`config.mk`:
```
export PLATFORM = sky130hd
export DESIGN_NAME = rgb_hsv_skin_classifier
export DESIGN_NICKNAME = d
export VERILOG_FILES = /design/src/sv/rhsc_pkg.sv /design/src/sv/rhsc_div.sv /design/src/sv/rgb_hsv_skin_classifier.sv
export SDC_FILE = /design/constraint.sdc
export NUM_CORES = 1
export LEC_CHECK = 0
export ABC_AREA = 1
export BUFFER_PORTS_ARGS = -buffer_cell sky130_fd_sc_hd__buf_2
export CORE_ASPECT_RATIO = 0.6
export CORE_UTILIZATION = 44
export CTS_BUF_LIST = sky130_fd_sc_hd__clkbuf_2 sky130_fd_sc_hd__clkbuf_4 sky130_fd_sc_hd__clkbuf_8
export DETAILED_ROUTE_END_ITERATION = 6
export GPL_TIMING_DRIVEN = 0
export PLACE_DENSITY_LB_ADDON = 0.12
export SETUP_SLACK_MARGIN = 0.15
export SYNTH_ARGS = -nofsm -noshare
export SYNTH_HDL_FRONTEND = slang
export SYNTH_SLANG_ARGS = --single-unit
```
`constraint.sdc`:
```
create_clock -name aclk -period 29.6 [get_ports aclk]
set_input_delay 4.44 -clock aclk [delete_from_list [all_inputs] [get_ports aclk]]
set_output_delay 4.44 -clock aclk [all_outputs]
set_load 0.05 [all_outputs]
```
`src/sv/rhsc_pkg.sv`:
```
// Package for the RGB/HSV skin classifier: widths, register indexes, reset values
// and the sideband record that travels beside the hue divider.
// No dependencies.
package rhsc_pkg;

    localparam int HUE_FRAC_BITS_DEF = 6;
    localparam int DIV_STEPS_DEF     = 4;

    localparam int COMP_W      = 8;
    localparam int WORD_W      = 24;
    localparam int SUM_W       = 10;
    localparam int HUE_FIXED_W = 15;
    localparam int T_W         = 11;
    localparam int CFG_IDX_W   = 3;
    localparam int CFG_DATA_W  = 15;

    localparam logic [CFG_IDX_W-1:0] CFG_VALUE_MIN       = 3'd0;
    localparam logic [CFG_IDX_W-1:0] CFG_CHROMA_MIN      = 3'd1;
    localparam logic [CFG_IDX_W-1:0] CFG_CHROMA_MAX      = 3'd2;
    localparam logic [CFG_IDX_W-1:0] CFG_HUE_REJECT_LOW  = 3'd3;
    localparam logic [CFG_IDX_W-1:0] CFG_HUE_REJECT_HIGH = 3'd4;

    localparam logic [COMP_W-1:0]      VALUE_MIN_RST       = 8'd41;
    localparam logic [COMP_W-1:0]      CHROMA_MIN_RST      = 8'd8;
    localparam logic [COMP_W-1:0]      CHROMA_MAX_RST      = 8'd140;
    localparam logic [HUE_FIXED_W-1:0] HUE_REJECT_LOW_RST  = 15'd4480;
    localparam logic [HUE_FIXED_W-1:0] HUE_REJECT_HIGH_RST = 15'd18880;

    localparam logic [WORD_W-1:0] STEP_ONE = 24'h010101;
    localparam logic [WORD_W-1:0] ALL_ONES = 24'hFFFFFF;

    typedef struct packed {
        logic [COMP_W-1:0] mx;
        logic [COMP_W-1:0] ch;
        logic [SUM_W-1:0]  sum;
        logic              undef;
        logic [SUM_W-1:0]  darkest;
        logic [SUM_W-1:0]  brightest;
        logic [WORD_W-1:0] darker;
        logic [WORD_W-1:0] lighter;
        logic [WORD_W-1:0] inverted;
    } rhsc_side_t;

endpackage

```
`src/sv/rhsc_div.sv`:
```
// Pipelined restoring divider for the hue: dividend over chroma, a few quotient bits
// per register stage, with the pixel's sideband record carried alongside.
// Depends on rhsc_pkg.
module rhsc_div import rhsc_pkg::*; #(
    parameter int QUOT_W          = 16,
    parameter int STEPS_PER_STAGE = DIV_STEPS_DEF
) (
    input  logic                     aclk,
    input  logic                     aresetn,
    input  logic                     in_valid,
    output logic                     in_ready,
    input  logic [QUOT_W+COMP_W-1:0] in_dividend,
    input  rhsc_side_t               in_side,
    output logic                     out_valid,
    input  logic                     out_ready,
    output logic [QUOT_W-1:0]        out_quotient,
    output rhsc_side_t               out_side
);

    localparam int STAGES = QUOT_W / STEPS_PER_STAGE;

    logic [STAGES-1:0] v_reg;
    logic [STAGES-1:0] en;
    logic [COMP_W-1:0] rem_reg  [STAGES];
    logic [QUOT_W-1:0] num_reg  [STAGES];
    rhsc_side_t        side_reg [STAGES];

    // A stage may load when it is empty or when the stage after it moves on.
    always_comb begin
        en[STAGES-1] = !v_reg[STAGES-1] || out_ready;
        for (int i = STAGES - 2; i >= 0; i--) begin
            en[i] = !v_reg[i] || en[i+1];
        end
    end

    for (genvar gi = 0; gi < STAGES; gi++) begin : g_stage
        logic              src_v;
        logic [COMP_W-1:0] src_rem;
        logic [QUOT_W-1:0] src_num;
        rhsc_side_t        src_side;
        logic [COMP_W-1:0] rem_next;
        logic [QUOT_W-1:0] num_next;

        if (gi == 0) begin : g_first
            // The quotient fits in QUOT_W bits, so the top bits are already below chroma.
            assign src_v    = in_valid;
            assign src_rem  = in_dividend[QUOT_W+COMP_W-1:QUOT_W];
            assign src_num  = in_dividend[QUOT_W-1:0];
            assign src_side = in_side;
        end else begin : g_next
            assign src_v    = v_reg[gi-1];
            assign src_rem  = rem_reg[gi-1];
            assign src_num  = num_reg[gi-1];
            assign src_side = side_reg[gi-1];
        end

        // Dividend bits shift out at the top while quotient bits shift in at the bottom.
        always_comb begin
            logic [COMP_W:0] trial;
            rem_next = src_rem;
            num_next = src_num;
            for (int k = 0; k < STEPS_PER_STAGE; k++) begin
                trial    = {rem_next, num_next[QUOT_W-1]};
                num_next = {num_next[QUOT_W-2:0], 1'b0};
                if (trial >= {1'b0, src_side.ch}) begin
                    trial       = trial - {1'b0, src_side.ch};
                    num_next[0] = 1'b1;
                end
                rem_next = trial[COMP_W-1:0];
            end
        end

        always_ff @(posedge aclk) begin
            if (!aresetn) begin
                v_reg[gi] <= 1'b0;
            end else if (en[gi]) begin
                v_reg[gi] <= src_v;
            end
        end

        always_ff @(posedge aclk) begin
            if (en[gi]) begin
                rem_reg[gi]  <= rem_next;
                num_reg[gi]  <= num_next;
                side_reg[gi] <= src_side;
            end
        end
    end

    assign in_ready     = en[0];
    assign out_valid    = v_reg[STAGES-1];
    assign out_quotient = num_reg[STAGES-1];
    assign out_side     = side_reg[STAGES-1];

endmodule

```
`src/sv/rgb_hsv_skin_classifier.sv`:
```
// Throughput: one pixel per cycle unless m_ready stalls the output; three front stages,
// the hue divider's stages (four quotient bits each) and an output register, each
// holding its own valid bit. Reset (aresetn, synchronous, active low) empties the
// pipeline and loads the thresholds with 41, 8, 140, 4480 and 18880.
module rgb_hsv_skin_classifier import rhsc_pkg::*; #(
    parameter int HUE_FRAC_BITS = HUE_FRAC_BITS_DEF
) (
    input  logic                   aclk,
    input  logic                   aresetn,
    input  logic                   s_valid,
    output logic                   s_ready,
    input  logic [WORD_W-1:0]      s_colour_word,
    output logic                   m_valid,
    input  logic                   m_ready,
    output logic [HUE_FIXED_W-1:0] m_hue_fixed,
    output logic                   m_hue_undefined,
    output logic [COMP_W-1:0]      m_max_component,
    output logic [COMP_W-1:0]      m_chroma,
    output logic [SUM_W-1:0]       m_component_sum,
    output logic                   m_is_skin,
    output logic [SUM_W-1:0]       m_darkest_sum,
    output logic [SUM_W-1:0]       m_brightest_sum,
    output logic [WORD_W-1:0]      m_darker_word,
    output logic [WORD_W-1:0]      m_lighter_word,
    output logic [WORD_W-1:0]      m_inverted_word,
    input  logic                   cfg_valid,
    output logic                   cfg_ready,
    input  logic [CFG_IDX_W-1:0]   cfg_index,
    input  logic [CFG_DATA_W-1:0]  cfg_data
);

    localparam int HUE_FULL = 360 << HUE_FRAC_BITS;
    localparam int HUE_MUL  = 60 << HUE_FRAC_BITS;
    localparam int QW       = $clog2(HUE_FULL);
    localparam int QUOT_W   = ((QW + DIV_STEPS_DEF - 1) / DIV_STEPS_DEF) * DIV_STEPS_DEF;
    localparam int NUM_W    = QUOT_W + COMP_W;
    localparam int HUE_W    = (QUOT_W > HUE_FIXED_W) ? QUOT_W : HUE_FIXED_W;

    // Threshold registers.
    logic [COMP_W-1:0]      value_min_reg;
    logic [COMP_W-1:0]      chroma_min_reg;
    logic [COMP_W-1:0]      chroma_max_reg;
    logic [HUE_FIXED_W-1:0] hue_low_reg;
    logic [HUE_FIXED_W-1:0] hue_high_reg;

    assign cfg_ready = 1'b1;

    always_ff @(posedge aclk) begin
        if (!aresetn) begin
            value_min_reg  <= VALUE_MIN_RST;
            chroma_min_reg <= CHROMA_MIN_RST;
            chroma_max_reg <= CHROMA_MAX_RST;
            hue_low_reg    <= HUE_REJECT_LOW_RST;
            hue_high_reg   <= HUE_REJECT_HIGH_RST;
        end else if (cfg_valid) begin
            unique case (cfg_index)
                CFG_VALUE_MIN:       value_min_reg  <= cfg_data[COMP_W-1:0];
                CFG_CHROMA_MIN:      chroma_min_reg <= cfg_data[COMP_W-1:0];
                CFG_CHROMA_MAX:      chroma_max_reg <= cfg_data[COMP_W-1:0];
                CFG_HUE_REJECT_LOW:  hue_low_reg    <= cfg_data;
                CFG_HUE_REJECT_HIGH: hue_high_reg   <= cfg_data;
                default: ;
            endcase
        end
    end

    // Stage enables, from the output back to the input.
    logic a_en, b_en, c_en, d_en;
    logic div_in_ready;
    logic a_v_reg, b_v_reg, c_v_reg, m_valid_reg;

    assign d_en    = !m_valid_reg || m_ready;
    assign c_en    = !c_v_reg || div_in_ready;
    assign b_en    = !b_v_reg || c_en;
    assign a_en    = !a_v_reg || b_en;
    assign s_ready = a_en;

    // Stage A: split the word and find the largest and smallest component.
    logic [COMP_W-1:0] in_r, in_g, in_b, in_mx_rg, in_mn_rg, a_mx_next, a_mn_next;
    logic [WORD_W-1:0] a_word_reg;
    logic [COMP_W-1:0] a_mx_reg, a_mn_reg;

    always_comb begin
        in_r      = s_colour_word[7:0];
        in_g      = s_colour_word[15:8];
        in_b      = s_colour_word[23:16];
        in_mx_rg  = (in_r > in_g) ? in_r : in_g;
        in_mn_rg  = (in_r < in_g) ? in_r : in_g;
        a_mx_next = (in_mx_rg > in_b) ? in_mx_rg : in_b;
        a_mn_next = (in_mn_rg < in_b) ? in_mn_rg : in_b;
    end

    always_ff @(posedge aclk) begin
        if (!aresetn) begin
            a_v_reg <= 1'b0;
        end else if (a_en) begin
            a_v_reg <= s_valid;
        end
    end

    always_ff @(posedge aclk) begin
        if (a_en) begin
            a_word_reg <= s_colour_word;
            a_mx_reg   <= a_mx_next;
            a_mn_reg   <= a_mn_next;
        end
    end

    // Stage B: chroma, sums, neighbour colours and the sector offset t in 0..6*chroma-1.
    logic [COMP_W-1:0] a_r, a_g, a_b, a_ch;
    logic [11:0]       t_raw, t_wrap;
    logic [T_W-1:0]    b_t_next;
    rhsc_side_t        b_side_next;
    logic [T_W-1:0]    b_t_reg;
    rhsc_side_t        b_side_reg;

    always_comb begin
        a_r  = a_word_reg[7:0];
        a_g  = a_word_reg[15:8];
        a_b  = a_word_reg[23:16];
        a_ch = a_mx_reg - a_mn_reg;
        if (a_r == a_mx_reg) begin
            t_raw = {4'b0, a_g} - {4'b0, a_b};
        end else if (a_g == a_mx_reg) begin
            t_raw = {3'b0, a_ch, 1'b0} + {4'b0, a_b} - {4'b0, a_r};
        end else begin
            t_raw = {2'b0, a_ch, 2'b0} + {4'b0, a_r} - {4'b0, a_g};
        end
        // Only the red sector can go negative; wrap it by a full turn.
        t_wrap = t_raw;
        if (t_raw[11]) begin
            t_wrap = t_raw + {2'b0, a_ch, 2'b0} + {3'b0, a_ch, 1'b0};
        end
        b_t_next = t_wrap[T_W-1:0];

        b_side_next.mx        = a_mx_reg;
        b_side_next.ch        = a_ch;
        b_side_next.sum       = {2'b0, a_r} + {2'b0, a_g} + {2'b0, a_b};
        b_side_next.undef     = (a_ch == '0);
        b_side_next.darkest   = b_side_next.sum - {1'b0, a_mn_reg, 1'b0} - {2'b0, a_mn_reg};
        b_side_next.brightest = b_side_next.sum + {1'b0, ~a_mx_reg, 1'b0} + {2'b0, ~a_mx_reg};
        b_side_next.darker    = (a_mn_reg == '0) ? a_word_reg : a_word_reg - STEP_ONE;
        b_side_next.lighter   = (a_mx_reg == '1) ? a_word_reg : a_word_reg + STEP_ONE;
        b_side_next.inverted  = a_word_reg ^ ALL_ONES;
    end

    always_ff @(posedge aclk) begin
        if (!aresetn) begin
            b_v_reg <= 1'b0;
        end else if (b_en) begin
            b_v_reg <= a_v_reg;
        end
    end

    always_ff @(posedge aclk) begin
        if (b_en) begin
            b_t_reg    <= b_t_next;
            b_side_reg <= b_side_next;
        end
    end

    // Stage C: scale t by 60 degrees in hue fraction units.
    logic [NUM_W-1:0] c_num_reg;
    rhsc_side_t       c_side_reg;

    always_ff @(posedge aclk) begin
        if (!aresetn) begin
            c_v_reg <= 1'b0;
        end else if (c_en) begin
            c_v_reg <= b_v_reg;
        end
    end

    always_ff @(posedge aclk) begin
        if (c_en) begin
            c_num_reg  <= NUM_W'(HUE_MUL) * NUM_W'(b_t_reg);
            c_side_reg <= b_side_reg;
        end
    end

    // Hue divider.
    logic              div_out_valid;
    logic [QUOT_W-1:0] div_quot;
    rhsc_side_t        div_side;

    rhsc_div #(
        .QUOT_W          (QUOT_W),
        .STEPS_PER_STAGE (DIV_STEPS_DEF)
    ) u_div (
        .aclk         (aclk),
        .aresetn      (aresetn),
        .in_valid     (c_v_reg),
        .in_ready     (div_in_ready),
        .in_dividend  (c_num_reg),
        .in_side      (c_side_reg),
        .out_valid    (div_out_valid),
        .out_ready    (d_en),
        .out_quotient (div_quot),
        .out_side     (div_side)
    );

    // Stage D: skin tests and the output register.
    logic [HUE_W-1:0] hue_full;
    logic             hue_ok, val_ok, chr_ok;

    logic [HUE_FIXED_W-1:0] m_hue_fixed_reg;
    logic                   m_is_skin_reg;
    rhsc_side_t             m_side_reg;

    always_comb begin
        hue_full = div_side.undef ? '0 : HUE_W'(div_quot);
        hue_ok   = div_side.undef
                   || !(hue_full > HUE_W'(hue_low_reg) && hue_full < HUE_W'(hue_high_reg));
        val_ok   = div_side.mx >= value_min_reg;
        chr_ok   = (div_side.ch >= chroma_min_reg) && (div_side.ch <= chroma_max_reg);
    end

    always_ff @(posedge aclk) begin
        if (!aresetn) begin
            m_valid_reg <= 1'b0;
        end else if (d_en) begin
            m_valid_reg <= div_out_valid;
        end
    end

    always_ff @(posedge aclk) begin
        if (d_en) begin
            m_hue_fixed_reg <= hue_full[HUE_FIXED_W-1:0];
            m_is_skin_reg   <= hue_ok && val_ok && chr_ok;
            m_side_reg      <= div_side;
        end
    end

    assign m_valid         = m_valid_reg;
    assign m_hue_fixed     = m_hue_fixed_reg;
    assign m_hue_undefined = m_side_reg.undef;
    assign m_max_component = m_side_reg.mx;
    assign m_chroma        = m_side_reg.ch;
    assign m_component_sum = m_side_reg.sum;
    assign m_is_skin       = m_is_skin_reg;
    assign m_darkest_sum   = m_side_reg.darkest;
    assign m_brightest_sum = m_side_reg.brightest;
    assign m_darker_word   = m_side_reg.darker;
    assign m_lighter_word  = m_side_reg.lighter;
    assign m_inverted_word = m_side_reg.inverted;

    // Checks on the result record.
    a_undef_matches_chroma: assert property (@(posedge aclk) disable iff (!aresetn)
        m_valid |-> (m_hue_undefined == (m_chroma == '0)))
        else $error("hue_undefined disagrees with chroma");

    a_undef_hue_zero: assert property (@(posedge aclk) disable iff (!aresetn)
        m_valid && m_hue_undefined |-> (m_hue_fixed == '0))
        else $error("undefined hue is not zero");

    a_chroma_bound: assert property (@(posedge aclk) disable iff (!aresetn)
        m_valid |-> (m_chroma <= m_max_component))
        else $error("chroma exceeds the largest component");

    // A zero chroma divides by zero in the divider; that quotient is never used.
    a_hue_range: assert property (@(posedge aclk) disable iff (!aresetn)
        div_out_valid && !div_side.undef |-> (32'(div_quot) < HUE_FULL))
        else $error("hue quotient outside one turn");

endmodule
```
==> results.md, run 1 <==
* Die extent in y at about 260 um
* Final hold vios at 0
* Syn Area/Cell at between 10 and 15 um2
* Synth top area share at 62.4%
* RSZ-0062 raised after global routing: no
* Synth top area cells: edfxtp_1, ha_1, nand2_1
* Routability Congestion at 0.934
* Antenna violations before repair at 3
* Clock-pin slew of the registers on the worst-case setup and hold paths at 60 ps
* GRT overflow at 0
* Largest net degree at the start of global routing at 96
* Worst setup path category: input pin to output port
* Post-Syn Area at roughly 47000 um2
* Routed wire length at 107000 um
* Total number of vias at 28100
* DRT Pass-1 Iters at 5
* Clock Tree Buf Depth at 3
* CTS tree: done
* Synth Register Bits at 1045
* Outcome: complete, no violations
* Hold_sp: u_div.side_reg[3][78]$_DFFE_PP_
* Sequential element share of the synthesized area at 65.0%
* Number of enable flip-flop cells after synthesis at 983
* Slew at the pin with the worst max-slew slack at 1130 ps
* FF/Latch Area at 30800 um2
* Initial DRC count at between 2000 and 3000
* Synth area leader: edfxtp_1
* Crit path capture type: output port
* Ys flop type: edfxtp_1
* Std-Cell Rows at 92
* Global-route wire length before repair at 163000 um
* Fin Setup TNS at 0 ps
* Asr flop ratio synth at 0%
* Clock Skew at 33.4 ps
* Sink Count at 1045
* Startpoint types: input pin
* Worst slew margin at between 20% and 30%
* Tcrit/Tclk final at 49.4%
* I/O pins at between 150 and 200
* Width of the die at 425 um
* Worst EP required at approximately 25000 ps
* Reg2Reg Setup Slack at 21940 ps
* Commonest non-fill, non-tap cell in the layout: edfxtp_1
* Hold Buf Count CTS at 0
* Layout fillers at 9334
* Synthesized instance count at around 3700
* Maxcap violations at 0
* Final setup fails at 0
* Worst-case reg-to-reg path depth at 40
* Hold Path End: m_brightest_sum[6]$_DFFE_PP_
* CTS Root Cell: clkbuf_8
* WHS at about 400 ps
* Core footprint at 106000 um2
* Routed Antenna Nets at 0
* Worst EP arrival at ~10000 ps
* Max FFs per register at 476
* # resized after CTS at 0
* Ys Warns at 0
* Reg2Reg Capture Point: u_div.rem_reg[0][7]$_DFFE_PP_
* Clk Latency, worst-skew pair at 860 ps
* IO Port Bufs at 182
* Min-Delay Path Depth at 0
* Type of the worst min-delay path: flip-flop to flip-flop
* Worst R2R Start: c_side_reg[104]$_DFFE_PP_
* DRC Markers at 0
* Max Fanout on Critical Path at 91
* Max-slew violations at 0
* Post-Layout Cell Count at 5618
* Most frequent cells in the layout: edfxtp_1, nand2_1, inv_1, ha_1, a21oi_1
* Area grow syn2layout at 12.8%
* DR WL/cell at 19.1 um
* Post-detail-place hpwl at 79600 um
* DIE AREA at around 110000 um2
* Total Routing Usage GR at 20.0%
* TritonCTS buffer count at 155
* Starting Density at roughly 45%
* Setup Buffers After CTS at 0
* Share of layout cells above drive strength 1 at 12.6%
* Synth unique cells at 60
* FMAX at 68.5 MHz
* H-Tree Depth at 4
* Synthesized net count at ~4200
* Vias in the first global route at 26700
* Final net count at 4521
* Tmin final at 14610 ps
* Routed vias/inst at 5.00
* Area of the multi-input gates at between 10000 and 15000 um2
* Placed cell count at around 5300
==> Yosys cell counts (6+ instances only) <==
cell        n
a31oi_1     7
a211oi_1    7
o21ai_0   145
buf_6       8
fa_1       78
xor2_1    140
o21a_1      9
nor4_1      6
nor3_1     39
o21bai_1    9
o211ai_1   20
nor2_1    183
xnor2_1    39
inv_1     501
o21ai_1    15
or2_2      14
clkbuf_1   26
nand2_2    13
nand3_2    12
nand3b_1    8
nor2_2      8
edfxtp_1  983
a21oi_1   240
ha_1      301
nand3_1   166
nand2_1   613
dfxtp_1    62
nand4_1    29
==> kinds of logic (layout without fill, tap and decap cells) <==
kind of cell             Yosys count  count (layout)  share of synthesized area [%]
AND/OR/NAND/NOR                 1107            1107                           10.2
flip-flops                      1045            1045                           65.0
AO/OA/AOI/OAI                    486             486                           5.69
XOR/XNOR                         179             179                           3.31
buffers and inverters            551            1010                           4.55
other                              1               2                        0.00793
adder cells (fa/ha/maj)          379             379                           11.3
==> worst max-delay path, cell delays in order <==
cell	delay, ps
buf_2	80
nor2_1	70
inv_6	410
buf_16	390
nor2_1	160
inv_6	620
nor2_1	210
inv_6	640
nor2_1	210
inv_6	460
nor2_1	180
inv_6	680
nor2_1	210
inv_6	390
nor2_1	210
nand2_2	350
buf_2	340
==> worst max-delay path by stage <==
stage                          to     from
after floorplan           s_ready  m_ready
after global placement    s_ready  m_ready
after detailed placement  s_ready  m_ready
after CTS                 s_ready  m_ready
after global routing      s_ready  m_ready
final                     s_ready  m_ready
==> stage by stage <==
step	worst slack, ps	area, um2	util, %
5_1_grt	14240	53400	50.4
6_report	14990	53400	50.4
2_1_floorplan	2370	47300	-
3_3_place_gp	-8600	50000	47.3
4_1_cts	14580	53400	50.4
3_5_place_dp	14600	50200	47.5
==> routing by layer <==
metal	up-vias	GRT usage [%]	routed length (um)	part of all wire, %
li1	13700	-	-	-
met1	13400	33.8	58300	54
met2	795	24.7	39400	37
met3	147	4.35	7480	7.0
met4	0	5.72	1910	1.8
met5	-	0	0	0
==> final cells by class <==
| type | instances | share of cell area [%] |
|---|---|---|
| inverters | 509 | 3.65 |
| multi-input cells | 2152 | 27.0 |
| repair buffers | 190 | 2.11 |
| plain buffers | 42 | 0.445 |
| well taps | 1410 | 3.31 |
| clock inverters | 60 | 0.966 |
| clock buffers | 209 | 4.89 |
| diodes | 1 | 0.00469 |
| flip-flops and latches | 1045 | 57.6 |
Power of run 1 is not shown: default switching activity piles up to over one toggle a cycle in this logic, so the estimate is an artifact.
==> run 2, diff against run 1 <==
- clock period: 29.6 -> 13.75 ns (I/O delays scaled with it)
==> run 2 against run 1 <==
  * Sequential share of layout area fell by 0.35 points
  * Global-route usage down 0.15 points
  * Flip-flop and latch count unchanged
  * Die area unchanged
  * Via count grew 0.35%
  * Worst setup slack got worse by 13000 ps
  * Count of clock-buffer cells in the layout did not move
  * Largest cell class unchanged
==> results.md, run 2 (synthesized netlist as in run 1, its figures left out) <==
* CP peak stage delay at 870 ps (+190 ps)
* Largest net degree at the start of global routing at 70 (-27%)
* WHS at 374 ps (-29.0 ps)
* FMAX at 84.8 MHz
* Tcrit/Tclk final at 85.8%
* Routability Congestion at 0.909 (-2.7%)
* Worst setup path category: input pin to output port
* Max FFs per register at 476 (unchanged)
* RSZ-0062 raised after global routing: no
* Worst R2R Start: m_valid$_SDFFE_PN0P_
* Crit-path leading delay family: buffers and inverters
* Final hold vios at 0 (unchanged)
* IO Port Bufs at 182 (unchanged)
* Width of the die at 425 um (unchanged)
* Initial DRC count at 2583 (+0.94%)
* Max-slew violations at 0 (unchanged)
* Routed wire length at 107000 um (+0.32%)
* Hold Path End: c_side_reg[95]$_DFFE_PP_
* Placed cell count at 5363 (+0.28%)
* DIE AREA at 109000 um2 (unchanged)
* Min-Delay Path Depth at 0 (unchanged)
* Post-detail-place hpwl at 80200 um (+0.81%)
* Hold Buf Count CTS at 0 (unchanged)
* Post-Layout Cell Count at 5640 (+0.39%)
* Maxcap violations at 0 (unchanged)
* Core footprint at 106000 um2 (unchanged)
* Clock Tree Buf Depth at 3 (unchanged)
* Total number of vias at 28200 (+0.35%)
* Reg2Reg Capture Point: b_side_reg[8]$_DFFE_PP_
* Hold_sp: b_side_reg[95]$_DFFE_PP_
* Most frequent cells in the layout: edfxtp_1, nand2_1, inv_1, ha_1, a21oi_1
* Clk Latency, worst-skew pair at 890 ps (+30 ps)
* Tmin final at 11800 ps
* Startpoint types: input pin
* Global-route wire length before repair at 162000 um (-0.82%)
* I/O pins at 185 (unchanged)
* Share of layout cells above drive strength 1 at 13.1% (+0.51 points)
* Worst EP required at 11690 ps (-13470 ps)
* Routed Antenna Nets at 0 (unchanged)
* Final net count at 4537 (+0.35%)
* Slew at the pin with the worst max-slew slack at 1110 ps (-13.5 ps)
* Routed vias/inst at 5.00 (about the same)
* DRC Markers at 0 (unchanged)
* Area grow syn2layout at 13.5%
* Max Fanout on Critical Path at 42 (-54%)
* Worst setup margin at 1950 ps (-13040 ps)
* CP Buf/Inv Count at 10 (+1)
* Worst-case reg-to-reg path depth at 18 (-55%)
* Antenna violations before repair at 2 (-1)
* DR WL/cell at 19.0 um (about the same)
* # resized after CTS at 0 (unchanged)
* Clock Skew at 49.3 ps (+15.9 ps)
* H-Tree Depth at 4 (unchanged)
* Std-Cell Rows at 92 (unchanged)
* Final setup fails at 0 (unchanged)
* Starting Density at 44.7% (unchanged)
* CTS Root Cell: clkbuf_8
* Setup WS pre-CTS at 1710 ps (-12890 ps)
* Crit path capture type: output port
* CTS tree: done
* Commonest non-fill, non-tap cell in the layout: edfxtp_1
* Clock-pin slew of the registers on the worst-case setup and hold paths at 70 ps (about the same)
* Outcome: complete, no violations
* DRT Pass-1 Iters at 5 (unchanged)
* GRT overflow at 0 (unchanged)
* Worst slew margin at 25.1% (+0.58 points)
* TritonCTS buffer count at 156 (+0.65%)
* Vias in the first global route at 26800 (+0.46%)
* Type of the worst min-delay path: flip-flop to flip-flop
* Total Routing Usage GR at 19.8% (-0.15 points)
* Sink Count at 1045 (unchanged)
* Setup Buffers After CTS at 0 (unchanged)
* CP max stage cell: nor2_1
* Worst-path cell chain: buf_2, nor2_4, clkinvlp_4, nor2_1, clkinvlp_4, nor2_1, clkinvlp_4, buf_12, nor2_1, clkinvlp_4, nor2_1, clkinvlp_4, buf_12, nor2_1, clkinvlp_4, nor2_1, nand2_8, buf_2
* Reg2Reg Setup Slack at 5420 ps (-16520 ps)
* Worst EP arrival at 9730 ps (-440 ps)
* Die extent in y at 256 um (unchanged)
==> run 2: cell types whose count changed in the layout (fill, tap and decap cells not counted), sizes merged <==
cell      change
diode         +2
bufinv        +1
clkinvlp     +10
inv           -4
buf          +15
clkinv        -2
==> run 2: through the flow <==
| stage | instance area, um2 | TNS (ps) | utilization (%) |
|---|---|---|---|
| after floorplan | 47400 | -1190920 | - |
| after global placement | 50000 | -5361150 | 47.3 |
| after detailed placement | 50500 | 0 | 47.8 |
| after CTS | 53700 | 0 | 50.7 |
| after global routing | 53700 | 0 | 50.8 |
| final | 53700 | 0 | 50.8 |
==> run 2: layout make-up <==
cell class,count,area (um2)
Sequential cell,1045,30800
Timing Repair Buffer,205,1380
Buffer,42,238
Antenna cell,3,7.51
Tap cell,1410,1760
Multi-Input combinational cell,2152,14400
Clock buffer,209,2570
Fill cell,9237,52100
Inverter,509,1940
Clock inverter,65,597
==> run 2: per-layer routing <==
layer,share of wire [%],global-route usage [%]
met5,0,0
met4,1.3,4.63
met3,7.9,5.88
met2,38,25.0
met1,53,32.5
==> run 2: worst max path at each step <==
| stage | slack (ps) | startpoint | end | cells after the start |
|---|---|---|---|---|
| final | 1950 | m_ready | s_ready | 18 |
| after global routing | 1210 | m_ready | s_ready | 18 |
| after CTS | 1670 | m_ready | s_ready | 18 |
| after detailed placement | 1710 | m_ready | s_ready | 18 |
| after global placement | -14930 | m_ready | b_side_reg[82]$_DFFE_PP_ | 15 |
| after floorplan | -5090 | m_ready | b_side_reg[0]$_DFFE_PP_ | 14 |
Power of run 2 is left out for the same reason.
